--- config.mk ---
export PLATFORM = sky130hd
export DESIGN_NAME = pbta_lane
export DESIGN_NICKNAME = d
export VERILOG_FILES = /design/src/sv/pbta_pkg.sv /design/src/sv/pbta_lane.sv
export SDC_FILE = /design/constraint.sdc
export NUM_CORES = 1
export LEC_CHECK = 0
export ABC_AREA = 1
export BUFFER_PORTS_ARGS = -buffer_cell sky130_fd_sc_hd__buf_2
export CORE_ASPECT_RATIO = 0.8
export CORE_MARGIN = 8
export CORE_UTILIZATION = 55
export DETAILED_ROUTE_END_ITERATION = 10
export GPL_ROUTABILITY_DRIVEN = 0
export PLACE_DENSITY = 0.71
export SYNTH_ARGS = -nofsm -noshare
export SYNTH_HDL_FRONTEND = slang
export SYNTH_SLANG_ARGS = --single-unit
--- constraint.sdc ---
create_clock -name clk -period 13 [get_ports clk]
set_clock_uncertainty 0.05 [all_clocks]
set_input_delay 2.6 -clock clk [delete_from_list [all_inputs] [get_ports clk]]
set_output_delay 2.6 -clock clk [all_outputs]
set_load 0.02 [all_outputs]
--- src/sv/pbta_pkg.sv ---
//------------------------------------------------------------------------------
// pbta_pkg
// Shared types, op codes and lane helpers of the packed byte tuple ALU.
//------------------------------------------------------------------------------
`default_nettype none

package pbta_pkg;

  localparam int LANES   = 8;
  localparam int LEN_W   = 4;
  localparam int VEC_W   = 8 * LANES;
  localparam int LIDX_W  = $clog2(LANES);
  localparam int BYTE_MAX = 255;

  typedef enum logic [3:0] {
    OP_ADD  = 4'd0,
    OP_SUB  = 4'd1,
    OP_MUL  = 4'd2,
    OP_DIV  = 4'd3,
    OP_REM  = 4'd4,
    OP_AND  = 4'd5,
    OP_OR   = 4'd6,
    OP_XOR  = 4'd7,
    OP_NOT  = 4'd8,
    OP_REV  = 4'd9,
    OP_CMP  = 4'd10
  } op_t;

  localparam logic [1:0] CMP_EQ_LEN = 2'd0;
  localparam logic [1:0] CMP_EQ     = 2'd1;
  localparam logic [1:0] CMP_GE     = 2'd2;
  localparam logic [1:0] CMP_GT     = 2'd3;

  // Per-lane result handed to the merge stage
  typedef struct packed {
    logic [7:0] val;
    logic       dz;
    logic [1:0] cmp;   // 01 a>b, 10 a<b, 00 equal
  } lane_res_t;

  // Saturate a length field to LANES
  function automatic logic [LEN_W-1:0] sat_len(input logic [LEN_W-1:0] l);
    sat_len = (l > LEN_W'(LANES)) ? LEN_W'(LANES) : l;
  endfunction

  // Clamp a signed 41-bit value to 0..255
  function automatic logic [7:0] clamp41(input logic signed [40:0] v);
    if (v < 0) clamp41 = 8'd0;
    else if (v > 41'sd255) clamp41 = 8'(BYTE_MAX);
    else clamp41 = v[7:0];
  endfunction

endpackage

`default_nettype wire

--- src/sv/pbta_lane.sv ---
//------------------------------------------------------------------------------
// pbta_lane
// One byte lane: add, sub, mul, div, rem and bitwise ops with clamping, plus
// the lane-level compare result. Division runs as a pipeline of 8 stages
// (dividend magnitude is at most 255), followed by an output register.
//------------------------------------------------------------------------------
`default_nettype none

module pbta_lane
  import pbta_pkg::*;
(
  input  wire logic              clk,
  input  wire logic [3:0]        op,
  input  wire logic [7:0]        x,
  input  wire logic signed [32:0] y,
  input  wire logic              active,
  output lane_res_t              res
);

  localparam int STG = 8;

  // Stage 0 registers: operands and quick results
  logic [3:0]         op_s [STG+1];
  logic               act_s [STG+1];
  logic               yneg_s [STG+1];
  logic               yz_s [STG+1];
  logic [7:0]         fast_s [STG+1];
  logic [1:0]         cmp_s [STG+1];
  logic [32:0]        ymag_s [STG+1];
  logic [7:0]         q_s [STG+1];
  logic [7:0]         r_s [STG+1];   // remainder so far (< ymag, <= 255)
  logic [7:0]         xs_s [STG+1];  // remaining dividend bits

  logic signed [40:0] sum;
  logic signed [40:0] dif;
  logic signed [40:0] prd;
  logic [63:0]        yext;
  logic [63:0]        bw;
  logic [7:0]         fast;
  logic [1:0]         cmp;

  // Compute the quick (non-division) lane results and the compare result
  always_comb begin
    sum  = 41'(signed'({1'b0, x})) + 41'(y);
    dif  = 41'(signed'({1'b0, x})) - 41'(y);
    prd  = 41'(signed'({1'b0, x})) * 41'(y);
    yext = 64'(y);
    case (op)
      OP_AND:  bw = {56'd0, x} & yext;
      OP_OR:   bw = {56'd0, x} | yext;
      default: bw = {56'd0, x} ^ yext;
    endcase
    if (bw[63]) fast = 8'd0;
    else if (bw > 64'd255) fast = 8'(BYTE_MAX);
    else fast = bw[7:0];
    case (op)
      OP_ADD:  fast = clamp41(sum);
      OP_SUB:  fast = clamp41(dif);
      OP_MUL:  fast = clamp41(prd);
      default: ;
    endcase
    if (41'(signed'({1'b0, x})) > 41'(y)) cmp = 2'b01;
    else if (41'(signed'({1'b0, x})) < 41'(y)) cmp = 2'b10;
    else cmp = 2'b00;
  end

  // Capture the lane inputs
  always_ff @(posedge clk) begin
    op_s[0]   <= op;
    act_s[0]  <= active;
    yneg_s[0] <= y[32];
    yz_s[0]   <= (y == '0);
    fast_s[0] <= fast;
    cmp_s[0]  <= cmp;
    ymag_s[0] <= y[32] ? 33'(-y) : 33'(y);
    q_s[0]    <= '0;
    r_s[0]    <= '0;
    xs_s[0]   <= x;
  end

  // Advance one restoring division step per stage
  for (genvar k = 0; k < STG; k++) begin : g_div
    logic [32:0] trial;
    logic        ge;
    always_comb begin
      trial = {24'd0, r_s[k], xs_s[k][7]};
      ge    = trial >= ymag_s[k];
    end
    always_ff @(posedge clk) begin
      op_s[k+1]   <= op_s[k];
      act_s[k+1]  <= act_s[k];
      yneg_s[k+1] <= yneg_s[k];
      yz_s[k+1]   <= yz_s[k];
      fast_s[k+1] <= fast_s[k];
      cmp_s[k+1]  <= cmp_s[k];
      ymag_s[k+1] <= ymag_s[k];
      xs_s[k+1]   <= {xs_s[k][6:0], 1'b0};
      q_s[k+1]    <= {q_s[k][6:0], ge};
      r_s[k+1]    <= ge ? 8'(trial - ymag_s[k]) : trial[7:0];
    end
  end

  // Select the lane result; quotient sign follows the divisor
  always_ff @(posedge clk) begin
    res.cmp <= cmp_s[STG];
    res.dz  <= act_s[STG] && yz_s[STG] &&
               (op_s[STG] == OP_DIV || op_s[STG] == OP_REM);
    if (!act_s[STG]) res.val <= '0;
    else if (op_s[STG] == OP_DIV)
      res.val <= (yneg_s[STG] && q_s[STG] != 8'd0) ? 8'd0 : q_s[STG];
    else if (op_s[STG] == OP_REM) res.val <= r_s[STG];
    else res.val <= fast_s[STG];
  end

endmodule

`default_nettype wire

# --- After elaboration in Yosys (flattened, before gate mapping) ---
# Memories as Yosys holds them, arrays and structs flattened. A register that Yosys moved wholly into a read port is not among the register bits.
# Index checks and enable logic that the tools add are counted.
word_totals:
  mem_count: 10
  regBits: 9
  mem_bits_rw: 666
  out_inout_bits: 11
  elab_cells: 81
memory_table:
  columns: ["memory", "depth", "word_bits", "read_ports", "rd_clocked_by_memory_dff", "write_ports", "line", "rtl"]
  rows:
  - ["ymag_s", 9, 33, 8, 0, 9, "pbta_lane.sv:29", "logic [32:0] ymag_s [STG+1];"]
  - ["fast_s", 9, 8, 9, 0, 9, "pbta_lane.sv:27", "logic [7:0] fast_s [STG+1];"]
  - ["q_s", 9, 8, 9, 0, 9, "pbta_lane.sv:30", "logic [7:0] q_s [STG+1];"]
  - ["r_s", 9, 8, 9, 0, 9, "pbta_lane.sv:31", "logic [7:0] r_s [STG+1];"]
  - ["xs_s", 9, 8, 8, 0, 9, "pbta_lane.sv:32", "logic [7:0] xs_s [STG+1];"]
  - ["op_s", 9, 4, 9, 0, 9, "pbta_lane.sv:23", "logic [3:0] op_s [STG+1];"]
  - ["4 more memories", null, null, null, null, null, null, null]
classes:
  eq_ne: 6
  n_addsub: 11
  mux: 24
  mul: 1
  n_reduce_logical: 7
  bitwise_logic: 3
  n_lt_le_gt_ge: 17
op_table:
  columns: ["cell", "count"]
  rows:
  - ["9-bit by 33-bit greater-or-equal comparator with 1-bit output", 8]
  - ["8-bit 2-to-1 mux", 19]
  - ["64-bit one-hot mux with 2 select lines", 1]
  - ["34-bit by 9-bit greater-than comparator with 1-bit output (second input constant)", 2]
  - ["34-bit by 1-bit less-than comparator with 1-bit output (second input constant)", 2]
  - ["8-bit by 64-bit bitwise AND with 64-bit output", 1]
  - ["64-bit by 8-bit greater-than comparator with 1-bit output (second input constant)", 1]
  - ["8-bit by 64-bit bitwise OR with 64-bit output", 1]
  - ["8-bit subtractor", 8]
  - ["8-bit by 64-bit XOR with 64-bit output", 1]
  - ["41-bit by 9-bit greater-than comparator with 1-bit output (second input constant)", 1]
  - ["41-bit by 1-bit less-than comparator with 1-bit output (second input constant)", 1]
  - ["9-bit by 33-bit multiplier with 41-bit output", 1]
  - ["9-bit by 33-bit adder with 34-bit output", 1]
  - ["9-bit by 33-bit subtractor with 34-bit output", 1]
  - ["9-bit by 33-bit greater-than comparator with 1-bit output", 1]
  - ["33-bit zero test", 1]
  - ["9-bit by 33-bit less-than comparator with 1-bit output", 1]
  - ["33-bit 2-to-1 mux", 1]
  - ["33-bit negator", 1]
  - ["8-bit one-hot mux with 3 select lines", 1]
  - ["4-bit by 3-bit equality test with 1-bit output (second input constant)", 3]
  - ["4-bit by 2-bit equality test with 1-bit output (second input constant)", 2]
  - ["8-bit nonzero test", 1]
  - ["5 further kinds", 8]

# --- Logic depth before layout (Yosys ltp) ---
logic_depth:
  ltp_word: 6
  mapped_depth: 33
  depth_no_buf: 32

# --- Least setup slack after synthesis ---
# Ideal clock, no wire load.
synth_path:
  path_type: "input-to-reg"
  from: "in y[32]"
  to: "mem fast_s[0][5]"
  arrival_ns: 7.409
  setup_time_ns: 0.123
  setup_slack_ns: 5.418
  t_required_ns: 12.827
  stages: 23
  cell_sequence: "buf_2 > clkbuf_1 > clkbuf_1 > nand2_1 > inv_1 > fa_1 > fa_1 > inv_1 > fa_1 > inv_1 > fa_1 > ha_1 > inv_1 > nor3_1 > nand2_1 > a21oi_1 > nor3_1 > nand3_1 > nand3_1 > nor2_1 > nand3_2 > o21ai_0 > nand3_1"
synth_lines:
  columns: ["item", "line", "rtl"]
  rows:
  - ["start: declaration", "pbta_lane.sv:15", "input wire logic signed [32:0] y,"]
  - ["end: declaration", "pbta_lane.sv:27", null]

==> results.cfg <==
[outcome]
status = completed

[sta]
final.period_utilization = 0.609
drv_slew = 0
rsz0062_at_grt = false
slew_headroom = 0.333
post-route-min-period_ns = 7.92
whs_ns = 0.259
tns_ns = 0
setup_viol = 0
hold_viol = 0
tightest_slew_ns = 1.00
clock.fmax_ghz = 0.126

[clock_network]
clockRootBuffer = clkbuf_16
clk_pin_slew_ns = 0.06
clkLatencyLatePin_ns = 0.61
ctsHtreeMaxLevel = 2
cts_tree = built
post_cts_resized = 0
cts_buffer_depth = 3
post_cts_buffers = 0
cts-hold-fix-buffers = 0
cts_buffers = 53
cts_sinks = 564

[floorplanning]
start_util = 0.555
die_h_um = 227
io_pins = 58
die_w_um = 280
dieArea_um2 = 63600
core_um2 = 55200
row_count = 77

[worst_setup_path]
r2r-start = ymag_s[0][232]
crit_required_ns = 13.42
r2r-end = r_s[0][66]
r2r_setup_slack_ns = 10.12
crit_path_end_kind = flop
r2r_cells = 14
start_kind = primary input
crit_arrival_ns = 8.34
path_class = in -> reg
crit_path_max_fanout = 32

[global_routing]
grt_usage = 0.250
antenna_found_initial = 8
grt_util_met3 = 0.0496
grt-ovfl-total = 0
first_global_vias = 24000
met1_usage = 0.328
use_met2 = 0.414
busiest_layer = met2
grt_max_degree = 38
grt_pass1_wl_mm = 127

[power]
power.leakage_uw = 0.0175
clockPowerShare = 0.259
swShare = 0.397
peakVddDrop_v = 0.000113
seq_power_share = 0.324
power.net_switching_uw = 2440
p_comb_frac = 0.417
pwr_density_cell_nw_per_um2 = 184
internal-power_uw = 3700

[route]
initialDrtViolationCount = 2158
drc = 0
num_vias = 24300
final_antenna_net_count = 0
wire_per_inst_um = 17.1
firstDrtPassIters = 6
viasPerCell = 5.23
wirelength_mm = 79.5

[yosys]
yosysTopAreaCell = dfxtp_1
yosysUniqueCellTypes = 63
synth_area_um2 = 30700
synth_warnings = 0
ys_ff_latch = 564
synthArstFlopShare = 0
synth_edf_count = 0
dominantRegCellSynth = dfxtp_1
avgSynthCellArea_um2 = 8.00
post_synth_main_area_contributors = dfxtp_1 37%, fa_1 14%, nand2_1 11%, inv_1 9.6%, ha_1 7.0%
syn_nets = 4265
ys_seq_area_frac = 0.368
synthCells = 3835
synth_top_area_frac = 0.368

[layout]
num-nets-final = 4286
drive_above_1_share = 0.0608
syn_to_final_growth_pct = 8.90
final_core_util = 0.605

[hold_path]
min_path_type = reg -> reg
whs_endpoint = xs_s[0][31]
hp-start = xs_s[0][22]
worstHoldPathCells = 0

[job]
maxCapViolCount = 0

[placement]
hpwl_mm = 61.1
port_buffers = 57
==> metal layers <==
metal  up-vias  share of wire
met5         -              0
met4         0          0.033
met3       177          0.090
met2      1073           0.45
met1     11300           0.43
li1      11800              -
==> synthesized netlist by cell type (all sizes together) (2+ instances only) <==
master  instances
or4             7
nor2          261
inv           795
o211ai          4
xnor2          18
nor3           59
nand4          61
a21boi          2
and2            4
o21ai          89
mux2i           6
clkbuf         74
or2            13
and3            4
o31ai           9
fa            211
o22ai           7
xor2           76
a211oi          5
buf            22
nor4b           2
nand3b         10
a31oi           6
nand2         948
a21o            6
o21bai          6
dfxtp         564
ha            172
o21a            2
nor4           79
nand3         172
or3b            2
mux2           18
a21oi         110
==> power by group through the flow <==
stage	combinational (µW)	sequential, µW	clock, µW
2_1_floorplan	1860	1980	0
3_3_place_gp	2470	2020	0
3_5_place_dp	2490	2020	0
4_1_cts	2510	1990	1620
5_1_grt	2900	2000	1700
6_report	2560	1990	1590
==> worst max-delay path by stage <==
stage | from | end | slack, ns | cells past startpoint
final | y[32] | fast_s[0][2] | 5.08 | 21
after global routing | x[5] | fast_s[0][1] | 4.66 | 26
after detailed placement | x[5] | fast_s[0][2] | 4.58 | 25
after global placement | x[2] | fast_s[0][7] | 4.71 | 30
after floorplan | y[32] | fast_s[0][5] | 5.42 | 23
after CTS | x[5] | fast_s[0][2] | 5.21 | 25
==> placed cells by master, fill, tap and decap left out, types with 9 or more instances in the layout <==
| master | Yosys | layout |
|---|---|---|
| nor3_1 | 56 | 56 |
| inv_1 | 788 | 788 |
| nand2_1 | 939 | 939 |
| clkbuf_16 | 0 | 53 |
| fa_1 | 211 | 211 |
| nor4_1 | 79 | 79 |
| clkbuf_8 | 0 | 13 |
| nand3b_1 | 10 | 10 |
| mux2_2 | 18 | 18 |
| nand4_1 | 60 | 60 |
| a21oi_1 | 109 | 109 |
| buf_2 | 12 | 57 |
| nor2_1 | 246 | 246 |
| o31ai_1 | 9 | 9 |
| dfxtp_1 | 564 | 564 |
| nand3_2 | 10 | 10 |
| or2_2 | 11 | 11 |
| ha_1 | 172 | 172 |
| xnor2_1 | 18 | 18 |
| nand3_1 | 160 | 160 |
| xor2_1 | 76 | 76 |
| o21ai_0 | 83 | 83 |
==> cell type report <==
class	instances	area [µm²]
antenna	3	7.51
clock buffer	73	1530
clock inverter	25	337
fill	4944	21800
inverter	796	2990
multi-input combinational	2379	16000
sequential	564	11300
tap	750	938
timing repair buffer	62	323
==> state kept, by name, summed over array words and instances, names as in the netlist <==
| name | cells |
|---|---|
| q_s | 36 |
| cmp_s | 18 |
| op_s | 36 |
| yz_s | 9 |
| ymag_s | 264 |
| act_s | 9 |
| res | 11 |
| yneg_s | 9 |
| r_s | 64 |
| fast_s | 72 |
| xs_s | 36 |
==> metrics by stage <==
step / cell area (µm²) / power, µW / std cells / setup WS, ns
after floorplan: 30700 / 3840 / 3835 / 5.42
final: 33400 / 6140 / 4652 / 5.08
after detailed placement: 31500 / 4510 / 4551 / 4.58
after global placement: 31500 / 4490 / 4551 / 4.71
after global routing: 33400 / 6600 / 4650 / 4.66
after CTS: 33400 / 6120 / 4649 / 5.21
==> kinds of logic (layout without fill, tap and decap cells) <==
family,count (synthesis),after routing,synth area share
AND/OR/NAND/NOR,1624,1624,0.231
AO/OA/AOI/OAI,254,254,0.0470
other,0,3,0
XOR/XNOR,94,94,0.0268
adder cells (fa/ha/maj),383,383,0.208
buffers and inverters,892,956,0.111
multiplexers,24,24,0.00857
flip-flops,564,564,0.368
==> worst max-delay path, stage by stage <==
cell and delay, ns:
buf_2 0.62, nand2_1 0.23, inv_1 0.17, fa_1 0.58, fa_1 0.61, inv_1 0.10, fa_1 0.54, inv_1 0.06
fa_1 0.49, ha_1 0.45, inv_1 0.13, nor3_1 0.45, nand2_1 0.09, a21oi_1 0.18, nor3_1 0.10, nand3_1 0.10
nand3_1 0.08, nor2_1 0.22, nand3_2 0.20, o21ai_0 0.24, nand3_1 0.10
Power figures use the tool's default switching activity.
