===== src/sv/pbta_pkg.sv =====
//------------------------------------------------------------------------------
// pbta_pkg
// Shared types, op codes and lane helpers of the packed byte tuple ALU.
//------------------------------------------------------------------------------
`default_nettype none

package pbta_pkg;

  localparam int LANES   = 8;
  localparam int LEN_W   = 4;
  localparam int VEC_W   = 8 * LANES;
  localparam int LIDX_W  = $clog2(LANES);
  localparam int BYTE_MAX = 255;

  typedef enum logic [3:0] {
    OP_ADD  = 4'd0,
    OP_SUB  = 4'd1,
    OP_MUL  = 4'd2,
    OP_DIV  = 4'd3,
    OP_REM  = 4'd4,
    OP_AND  = 4'd5,
    OP_OR   = 4'd6,
    OP_XOR  = 4'd7,
    OP_NOT  = 4'd8,
    OP_REV  = 4'd9,
    OP_CMP  = 4'd10
  } op_t;

  localparam logic [1:0] CMP_EQ_LEN = 2'd0;
  localparam logic [1:0] CMP_EQ     = 2'd1;
  localparam logic [1:0] CMP_GE     = 2'd2;
  localparam logic [1:0] CMP_GT     = 2'd3;

  // Per-lane result handed to the merge stage
  typedef struct packed {
    logic [7:0] val;
    logic       dz;
    logic [1:0] cmp;   // 01 a>b, 10 a<b, 00 equal
  } lane_res_t;

  // Saturate a length field to LANES
  function automatic logic [LEN_W-1:0] sat_len(input logic [LEN_W-1:0] l);
    sat_len = (l > LEN_W'(LANES)) ? LEN_W'(LANES) : l;
  endfunction

  // Clamp a signed 41-bit value to 0..255
  function automatic logic [7:0] clamp41(input logic signed [40:0] v);
    if (v < 0) clamp41 = 8'd0;
    else if (v > 41'sd255) clamp41 = 8'(BYTE_MAX);
    else clamp41 = v[7:0];
  endfunction

endpackage

`default_nettype wire


===== src/sv/pbta_merge.sv =====
//------------------------------------------------------------------------------
// pbta_merge
// Combines the lane results into the output vector, length and flags, and
// handles complement, reverse, compare and pass-through.
//------------------------------------------------------------------------------
`default_nettype none

module pbta_merge
  import pbta_pkg::*;
(
  input  wire logic             clk,
  input  wire logic [3:0]       op,
  input  wire logic [VEC_W-1:0] va,
  input  wire logic [LEN_W-1:0] la,
  input  wire logic [LEN_W-1:0] lb,
  input  wire logic [LEN_W-1:0] n,
  input  wire logic [LEN_W-1:0] m,
  input  wire logic [1:0]       mode,
  input  lane_res_t             lr [LANES],
  output logic [VEC_W-1:0]      vec_out,
  output logic [LEN_W-1:0]      len_out,
  output logic                  truth,
  output logic                  div_zero
);

  logic [VEC_W-1:0] v;
  logic [VEC_W-1:0] rv;
  logic [LEN_W-1:0] l;
  logic             dz;
  logic             t;
  logic [1:0]       c;

  always_comb begin
    dz = 1'b0;
    c  = 2'b00;
    for (int i = 0; i < LANES; i++) begin
      dz = dz | lr[i].dz;
      if (c == 2'b00 && LEN_W'(i) < n) c = lr[i].cmp;
    end
    // Reverse the first m lanes
    rv = va;
    for (int i = 0; i < LANES; i++)
      if (LEN_W'(i) < m) rv[8*i +: 8] = va[8*(32'(m)-1-i) +: 8];
    case (mode)
      CMP_EQ_LEN: t = (c == 2'b00) && (la == lb);
      CMP_EQ:     t = (c == 2'b00);
      CMP_GE:     t = (c != 2'b10);
      default:    t = (c == 2'b01);
    endcase
    v = va;
    l = la;
    case (op)
      OP_ADD, OP_SUB, OP_MUL, OP_DIV, OP_REM, OP_AND, OP_OR, OP_XOR: begin
        if (!dz) begin
          for (int i = 0; i < LANES; i++) v[8*i +: 8] = lr[i].val;
          l = n;
        end
      end
      OP_NOT: begin
        for (int i = 0; i < LANES; i++)
          if (LEN_W'(i) < la) v[8*i +: 8] = ~va[8*i +: 8];
      end
      OP_REV: v = rv;
      OP_CMP: begin
        v = '0;
        l = '0;
      end
      default: ;
    endcase
  end

  // Register the merged result
  always_ff @(posedge clk) begin
    vec_out  <= v;
    len_out  <= l;
    truth    <= (op == OP_CMP) ? t : 1'b0;
    div_zero <= (op == OP_DIV || op == OP_REM) ? dz : 1'b0;
  end

endmodule

`default_nettype wire


===== config.mk =====
export PLATFORM = sky130hd
export DESIGN_NAME = pbta_merge
export DESIGN_NICKNAME = d
export VERILOG_FILES = /design/src/sv/pbta_pkg.sv /design/src/sv/pbta_merge.sv
export SDC_FILE = /design/constraint.sdc
export NUM_CORES = 1
export LEC_CHECK = 0
export ABC_AREA = 1
export BUFFER_PORTS_ARGS = -buffer_cell sky130_fd_sc_hd__buf_2
export CORE_UTILIZATION = 48
export DETAILED_ROUTE_END_ITERATION = 6
export PLACE_DENSITY_LB_ADDON = 0.2
export SYNTH_ARGS = -nofsm -noshare
export SYNTH_HDL_FRONTEND = slang
export SYNTH_SLANG_ARGS = --single-unit

===== constraint.sdc =====
create_clock -name clk -period 3.34 [get_ports clk]
set_clock_uncertainty 0.2 [all_clocks]
set_input_delay 0.668 -clock clk [delete_from_list [all_inputs] [get_ports clk]]
set_output_delay 0.668 -clock clk [all_outputs]
set_load 0.02 [all_outputs]

After elaboration in Yosys (flattened, before gate mapping):

Index checks and enable logic that the tools add are counted.

* flip-flop bits (word level): 70
* memory bits (writable): 0
* bits of input ports: 175
* bits in latches: 0
* memories: 0
* ROM bits: 0
* logic and storage cells: 123
* output and inout port bits: 70

* $lt $le $gt $ge: 24
* $add $sub $neg: 8
* shift-type cells: 8
* divide/modulo/power cells: 0
* bitwise logic cells: 15
* equality and inequality tests: 15
* multiplexer cells: 29
* $mul: 0
* reduce and logical (&&, ||, !) cells: 20

Operators with widths (number)
* 64-bit by 33-bit variable part select with 8-bit output: 8
* 64-bit one-hot mux with 4 select lines: 1
* 8-bit 2-to-1 mux: 16
* 29-bit by 3-bit subtractor with 29-bit output, second input constant: 3
* 64-bit 2-to-1 mux: 1
* 8-bit NOT: 8
* 29-bit by 2-bit subtractor with 29-bit output, second input constant: 2
* 3-bit by 4-bit less-than comparator with 1-bit output, first input constant: 12
* 29-bit by 1-bit subtractor with 29-bit output, second input constant: 1
* 1-bit by 4-bit less-than comparator with 1-bit output, first input constant: 6
* 2-bit by 4-bit less-than comparator with 1-bit output, first input constant: 6
* 2-bit zero test: 9
* 4-bit by 3-bit == test with 1-bit output, second input constant: 4
* 2-bit 2-to-1 mux: 8
* 4-bit == test, second input constant: 3
* 4-bit by 2-bit == test with 1-bit output, second input constant: 2
* 1-bit logical AND: 8
* 4-bit one-hot mux with 2 select lines: 1
* 8-bit OR reduction: 1
* 1-bit OR: 7
* 5-bit by 4-bit subtractor with 6-bit output, second input constant: 1
* 4-bit by 1-bit subtractor with 5-bit output, second input constant: 1
* 2-bit by 1-bit == test with 1-bit output, second input constant: 2
* 4-bit by 1-bit == test with 1-bit output, second input constant: 1
* 7 further kinds: 7

Longest topological paths before layout:

Gate-level depths: netlist of run 1.

* depth after elaboration: 26
* depth in mapped cells: 19
* depth with buffers taken out: 18

Least setup slack after synthesis of run 1:

OpenSTA, ideal clock, no wires.

* kind: input-to-reg
* from: in m[0]
* to: reg vec_out[17]
* data arrival time: 3061 ps
* library setup time: 82 ps
* stages on the path: 13
* data required time: 3058 ps
* buffers on the path: 4
* path slack: -3 ps
* cells stage by stage: buf_6 > inv_1 > ha_1 > buf_2 > clkinv_1 > clkbuf_1 > ha_1 > buf_1 > mux2i_1 > inv_1 > o21ai_0 > o21ai_0 > o2111ai_1

* cells in the longest elaborated chain, start to end: 5
* elaborated cells between the ends (all ways): 6
* classes of those cells: 2 x add/sub; 1 x order compare; 1 x shift; 2 x mux

RTL lines
* start: declaration: line pbta_merge.sv:17 `input wire logic [LEN_W-1:0] m,`
* 4-bit by 1-bit subtractor with 5-bit output: line pbta_merge.sv:43 `if (LEN_W'(i) < m) rv[8*i +: 8] = va[8*(32'(m)-1-i) +: 8];`
* 29-bit by 2-bit subtractor with 29-bit output: line pbta_merge.sv:43
* 64-bit by 33-bit variable part select with 8-bit output: line pbta_merge.sv:43
* 8-bit 2-to-1 mux *: line pbta_merge.sv:43
* 64-bit one-hot mux with 4 select lines *: line pbta_merge.sv:52 `case (op)`
* via v[17]: line pbta_merge.sv:26 `logic [VEC_W-1:0] v;`
* end signal: assignment: line pbta_merge.sv:74 `vec_out <= v;`
* end: declaration: line pbta_merge.sv:20 `output logic [VEC_W-1:0] vec_out,`

The timed path passes the listed nets; every way through them passes the cells marked *.
A chain may end at the register's enable or synchronous reset.

Worst setup path in the final report of run 1:

* from: in m[0]
* to: reg vec_out[21]

Same word-level chain as after synthesis.

==> metrics.cfg, run 1 <==
[clock_tree]
cts-htree-levels = 3
postCtsSetupRepairBufs = 0
clk_pin_slew_ns = 0.07
cts_buffers = 9
cts_resized = 0
clkSinkCount = 70
cts_tree = done
cts-root-buf = clkbuf_16
cts_hold_buffers = 0
clockBufferDepth = 2

[logic_synthesis]
yosysTopAreaCell = nand2_1
synth_flop_cell = dfxtp_1
async_reset_ff_share_pct = 0
yosys_register_bits = 70
synth_edf_count = 0
syn-num-nets = 1583
ys_seq_area_share_pct = 17.5
yosysUniqueCellTypes = 47
synth.area.top_cells = nand2_1 (18%), dfxtp_1 (17%), o21ai_0 (15%)
synth_area_sq_um = 8030
yosysWarnings = 0
netlist_instances = 1395
yosys.area.top_type_share_pct = 18.1
synth.avg_cell_area_sq_um = 5.75

[setup_path]
crit_chain = buf_4 > inv_1 > ha_1 > inv_1 > nand2_1 > nand2_1 > buf_4 > ha_1 > mux2i_1 > inv_1 > o21ai_0 > buf_4 > o211ai_1 > o2111ai_1
arrival_ns = 3.02
slowest_delay_ns = 0.54
worstSetupStartpointType = input pin
startpoint = m[0]
crit_type = in2reg
worstSetupEndpointType = register
path_max_fanout = 8
cp.required_ns = 3.41
slowest_stage = ha_1

[grt]
antenna_found_initial = 0
grt_pass1_vias = 9396
grt_max_degree = 50
grt_pass1_wl_um = 52100
grt-ovfl-total = 0
grt_use_total_pct = 38.5

[placed_design]
portBuffers = 244
pre_cts_ws_ns = 0.0552
post-dp-hpwl_um = 26400
dpl_cell_area_sq_um = 9700
place_congestion = 1.02
dp_cells = 1834

[floorplan]
core_area_sq_um = 16100
die_h_um = 131
rows = 46
ios = 245
start_util_pct = 49.8
dieWidth_um = 131
die-area_sq_um = 17200

[layout]
final_net_count = 1817
fin_area_sq_um = 9990
diodes = 0
area_growth_pct = 24.4
fin_cells = 1849
drive_gt1_share_pct = 22.4

[routing]
vias = 10600
first_iter_violations = 1176
wl_per_cell_um = 18.2
ant_nets = 0
dr.pass1.iters = 6
routed_wl_um = 33700
drc = 0
vias_per_cell = 5.72

[power_and_ir_drop]
swShare_pct = 42.2
p_seq_share_pct = 26.5
p_switching_w = 0.00150
peakVddDrop_mv = 0.267
combPwrFrac_pct = 45.3
leakage_nw = 4.99
p_clk_share_pct = 28.3
power.internal_w = 0.00206
powerDensity_nw_per_um2 = 356

[sta]
fin_crit_ns = 2.95
layout_setup_ws_ns = 0.388
final-setup-viol-count = 0
worst_slew_pin_slew_ns = 1.29
final_max_slew_viol_count = 0
finalHoldViolations = 0
period_share_pct = 88.4
max_freq_ghz = 0.339
rsz0062_at_grt = no
fin_tns_setup_ns = 0
max_slew_margin_pct = 13.1
hold_ws_ns = 0.327

[worst_hold_path]
hp-start = lr[81]
hold_depth = 3
hold_path_class = in2reg

[outcome]
outcome = finished clean

[flow_run]
max-cap-violations = 0

[kinds of logic after synthesis]
kind of cell             Yosys count  synth area share [%]
AND/OR/NAND/NOR                  530                  27.0
XOR/XNOR                          20                  2.70
multiplexers                      16                  1.99
buffers and inverters            253                  12.6
flip-flops                        70                  17.5
adder cells (fa/ha/maj)           13                  2.03
AO/OA/AOI/OAI                    493                  36.3
[layer usage]
| layer | wire [um] | vias up | GRT usage, % |
|---|---|---|---|
| met1 | 14100 | 4725 | 51.1 |
| met5 | 0 | - | 0 |
| met2 | 15200 | 571 | 62.3 |
| met4 | 1010 | 0 | 14.5 |
| li1 | - | 5209 | - |
| met3 | 3330 | 67 | 6.52 |
[through the flow]
stage	power, W	util, %
after global placement	0.00253	60.2
after detailed placement	0.00253	60.2
after global routing	0.00375	62.0
after floorplan	0.00191	-
after CTS	0.00353	62.0
final	0.00356	62.0
[critical path: cells and delay by family]
| kind | cells | cell delay [ns] |
|---|---|---|
| adders and majority gates | 2 | 0.72 |
| muxes | 1 | 0.25 |
| and+or+nand+nor | 2 | 0.18 |
| buffers and inverters | 6 | 0.68 |
| AOI/OAI and AO/OA | 3 | 0.51 |
[path summary, 6_finish.rpt]
path,endpoint,slack [ns]
worst max-delay path,vec_out[21]$_DFF_P_,0.39
worst min-delay path,vec_out[1]$_DFF_P_,0.33
[cell type report]
class,instances,area [sq um]
fill,1640,6130
multi-input combinational,1072,5640
timing repair buffer,314,1770
sequential,70,1400
inverter,162,608
tap,216,270
clock buffer,9,225
clock inverter,6,63.8
[state kept, by name, indices dropped and copies added (netlist names)]
register and count:
div_zero 1, len_out 4, truth 1, vec_out 64
[layout by cell type (no fill, tap or decap), types with 12 or more instances in the layout]
cell / n
a21oi_1: 104
a221oi_1: 12
buf_2: 243
buf_4: 69
dfxtp_1: 70
ha_1: 13
inv_1: 153
mux2i_1: 16
nand2_1: 387
nand3_1: 67
nor2_1: 51
o2111ai_1: 44
o211ai_1: 45
o21ai_0: 243
o21ai_1: 13
[cell usage after synthesis, types with 2 or more instances]
master / number
nand2_1: 387
o21ai_0: 243
inv_1: 153
a21oi_1: 104
dfxtp_1: 70
nand3_1: 67
nor2_1: 52
clkbuf_1: 51
o211ai_1: 45
o2111ai_1: 44
buf_2: 22
mux2i_1: 16
ha_1: 13
o21ai_1: 13
a221oi_1: 12
buf_1: 11
xnor2_1: 11
a32oi_1: 8
inv_2: 8
o22ai_1: 7
nor2_2: 6
xor2_1: 5
a22oi_2: 4
buf_4: 4
nand2_2: 4
nand4_1: 3
nor2_4: 3
o221ai_1: 3
a21boi_0: 2
a31oi_1: 2
buf_6: 2
nand3_2: 2
nand3b_1: 2
or2_1: 2
xor2_2: 2
[power groups by stage]
| stage | registers [W] | logic, W | clock network, W |
|---|---|---|---|
| after floorplan | 0.00107 | 0.000842 | 0 |
| after global placement | 0.000960 | 0.00157 | 0 |
| final | 0.000941 | 0.00161 | 0.00101 |
| after global routing | 0.000947 | 0.00176 | 0.00105 |
| after detailed placement | 0.000959 | 0.00157 | 0 |
| after CTS | 0.000941 | 0.00158 | 0.00101 |
(Power assumes the default switching activity.)
==> inputs of run 2 (changes only) <==
- CELL_PAD_IN_SITES_DETAIL_PLACEMENT: default -> 1
- CELL_PAD_IN_SITES_GLOBAL_PLACEMENT: default -> 1
- CORE_UTILIZATION: 48 -> 32
==> metrics.cfg, run 2 (synthesis results as in run 1) <==
[layout]
largest_registers = vec_out: 64 flops, len_out: 4 flops
final_net_count = 1816  ; -0.055%
largest_reg_flops = 64  ; unchanged
layout_common_cells = nand2_1 (387), o21ai_0 (243), buf_2 (243)
final_common_cell = nand2_1
area_growth_pct = 26.3
largest-register = vec_out
fin_cells = 1958  ; +5.9%
drive_gt1_share_pct = 22.4  ; -0.061 points
fillers = 3443  ; +110%

[placed_design]
portBuffers = 244  ; unchanged
post-dp-hpwl_um = 31600  ; +20%
dp_cells = 1941  ; +5.8%
pre_cts_ws_ns = 0.0255  ; -0.0296 ns
place_congestion = 0.931  ; -9.1%

[grt]
grt_pass1_wl_um = 59900  ; +15%
grt_pass1_vias = 10400  ; +11%
grt_use_total_pct = 30.3  ; -8.3 points
grt-ovfl-total = 0  ; unchanged
antenna_found_initial = 1  ; +1
grt_max_degree = 126  ; +150%

[clock_tree]
cts_tree = done
postCtsSetupRepairBufs = 0  ; unchanged
cts_buffers = 9  ; unchanged
cts-root-buf = clkbuf_16
clockBufferDepth = 2  ; unchanged
clkSinkCount = 70  ; unchanged
cts-htree-levels = 3  ; unchanged
clk_pin_slew_ns = 0.07  ; about the same
cts_hold_buffers = 0  ; unchanged
cts_resized = 0  ; unchanged

[floorplan]
die-area_sq_um = 25700  ; +49%
rows = 57  ; +24%
dieWidth_um = 160  ; +22%
start_util_pct = 32.8  ; -17 points
core_area_sq_um = 24500  ; +52%
die_h_um = 160  ; +22%
ios = 245  ; unchanged

[routing]
met3_wirelength_um = 2460  ; -26%
vias = 10800  ; +2.6%
wl_per_cell_um = 20.2  ; +11%
vias_per_cell = 5.54  ; -3.1%
wl_met1_um = 17900  ; +27%
ant_nets = 0  ; unchanged
routed_wl_um = 39500  ; +17%
routed.top_layer = met4
first_iter_violations = 820  ; -30%
met2WireLength_um = 18400  ; +21%
dr.pass1.iters = 5  ; -1
drc = 0  ; unchanged

[worst_hold_path]
hold_depth = 3  ; unchanged
holdPathEnd = vec_out[1]$_DFF_P_
hold_path_class = in2reg
hp-start = lr[81]

[sta]
final-setup-viol-count = 0  ; unchanged
hold_ws_ns = 0.329  ; +0.00210 ns
worst_slew_pin_slew_ns = 1.20  ; -0.0905 ns
period_share_pct = 89.1  ; +0.76 points
rsz0062_at_grt = no
fin_tns_setup_ns = 0  ; unchanged
final_max_slew_viol_count = 0  ; unchanged
max_freq_ghz = 0.336  ; -0.86%
fin_crit_ns = 2.98  ; +0.0255 ns
layout_setup_ws_ns = 0.363  ; -0.0255 ns
finalHoldViolations = 0  ; unchanged
max_slew_margin_pct = 19.2  ; +6.1 points

[setup_path]
worstSetupEndpointType = register
path_max_fanout = 8  ; unchanged
crit_type = in2reg
worstSetupStartpointType = input pin
arrival_ns = 3.03  ; about the same
cp.required_ns = 3.39  ; -0.02 ns

[power_and_ir_drop]
p_switching_w = 0.00156  ; +4.2%
p_seq_share_pct = 26.3  ; -0.2 points
peakVddDrop_mv = 0.220  ; -17%
power.internal_w = 0.00202  ; -1.9%
p_clk_share_pct = 26.7  ; -1.6 points
leakage_nw = 5.00  ; +0.12%
powerDensity_nw_per_um2 = 353  ; -0.89%
swShare_pct = 43.6  ; +1.5 points
combPwrFrac_pct = 47.0  ; +1.7 points
total_power_w = 0.00358  ; +0.66%

[outcome]
outcome = finished clean

[flow_run]
max-cap-violations = 0  ; unchanged

==> run 2: metal layers <==
layer	vias up	GRT usage (%)
met5	-	0
met4	0	7.71
met3	33	4.57
met2	381	50.3
met1	5225	40.6
li1	5204	-
==> run 2: metrics by stage <==
stage          area, sq um  util [%]
3_5_place_dp          9860      40.3
4_1_cts              10100      41.5
6_report             10100      41.5
3_3_place_gp          9860      40.3
5_1_grt              10100      41.5
2_1_floorplan         8030         -
==> run 2: how the worst max path moves through the flow <==
stage          from             endpoint  slack (ns)  depth (start not counted)
4_1_cts        m[0]   vec_out[9]$_DFF_P_        0.39                         15
3_5_place_dp   m[0]   vec_out[9]$_DFF_P_        0.03                         15
3_3_place_gp   m[0]  vec_out[51]$_DFF_P_         0.1                         14
6_report       m[0]  vec_out[18]$_DFF_P_        0.36                         15
2_1_floorplan  m[0]  vec_out[60]$_DFF_P_       0.006                         14
5_1_grt        m[0]   vec_out[9]$_DFF_P_        0.09                         15
==> run 2: area by class of cell <==
| cell class | count | area, sq um | area share [%] |
|---|---|---|---|
| Sequential cell | 70 | 1400 | 13.8 |
| Timing Repair Buffer | 313 | 1800 | 17.8 |
| Clock buffer | 11 | 243 | 2.39 |
| Clock inverter | 5 | 35.0 | 0.345 |
| Tap cell | 324 | 405 | 4.00 |
| Antenna cell | 1 | 2.50 | 0.0247 |
| Multi-Input combinational cell | 1072 | 5640 | 55.6 |
| Inverter | 162 | 608 | 6.00 |
==> run 2: critical path: stages <==
cell and delay [ns]:
buf_4 0.14, inv_1 0.08, ha_1 0.22, inv_1 0.07
nand2_1 0.08, nand2_1 0.10, inv_2 0.12, ha_1 0.19
inv_1 0.06, a21oi_1 0.15, xnor2_1 0.14, nand3_1 0.26
o21ai_0 0.37, o21ai_0 0.14, o2111ai_1 0.24
==> run 2: power groups by stage <==
stage / clock network [W] / logic, W / registers, W
CTS: 0.000971 / 0.00166 / 0.000943
finish: 0.000955 / 0.00168 / 0.000942
floorplan: 0 / 0.000842 / 0.00107
global route: 0.00100 / 0.00183 / 0.000949
detailed placement: 0 / 0.00166 / 0.000961
global placement: 0 / 0.00164 / 0.000961
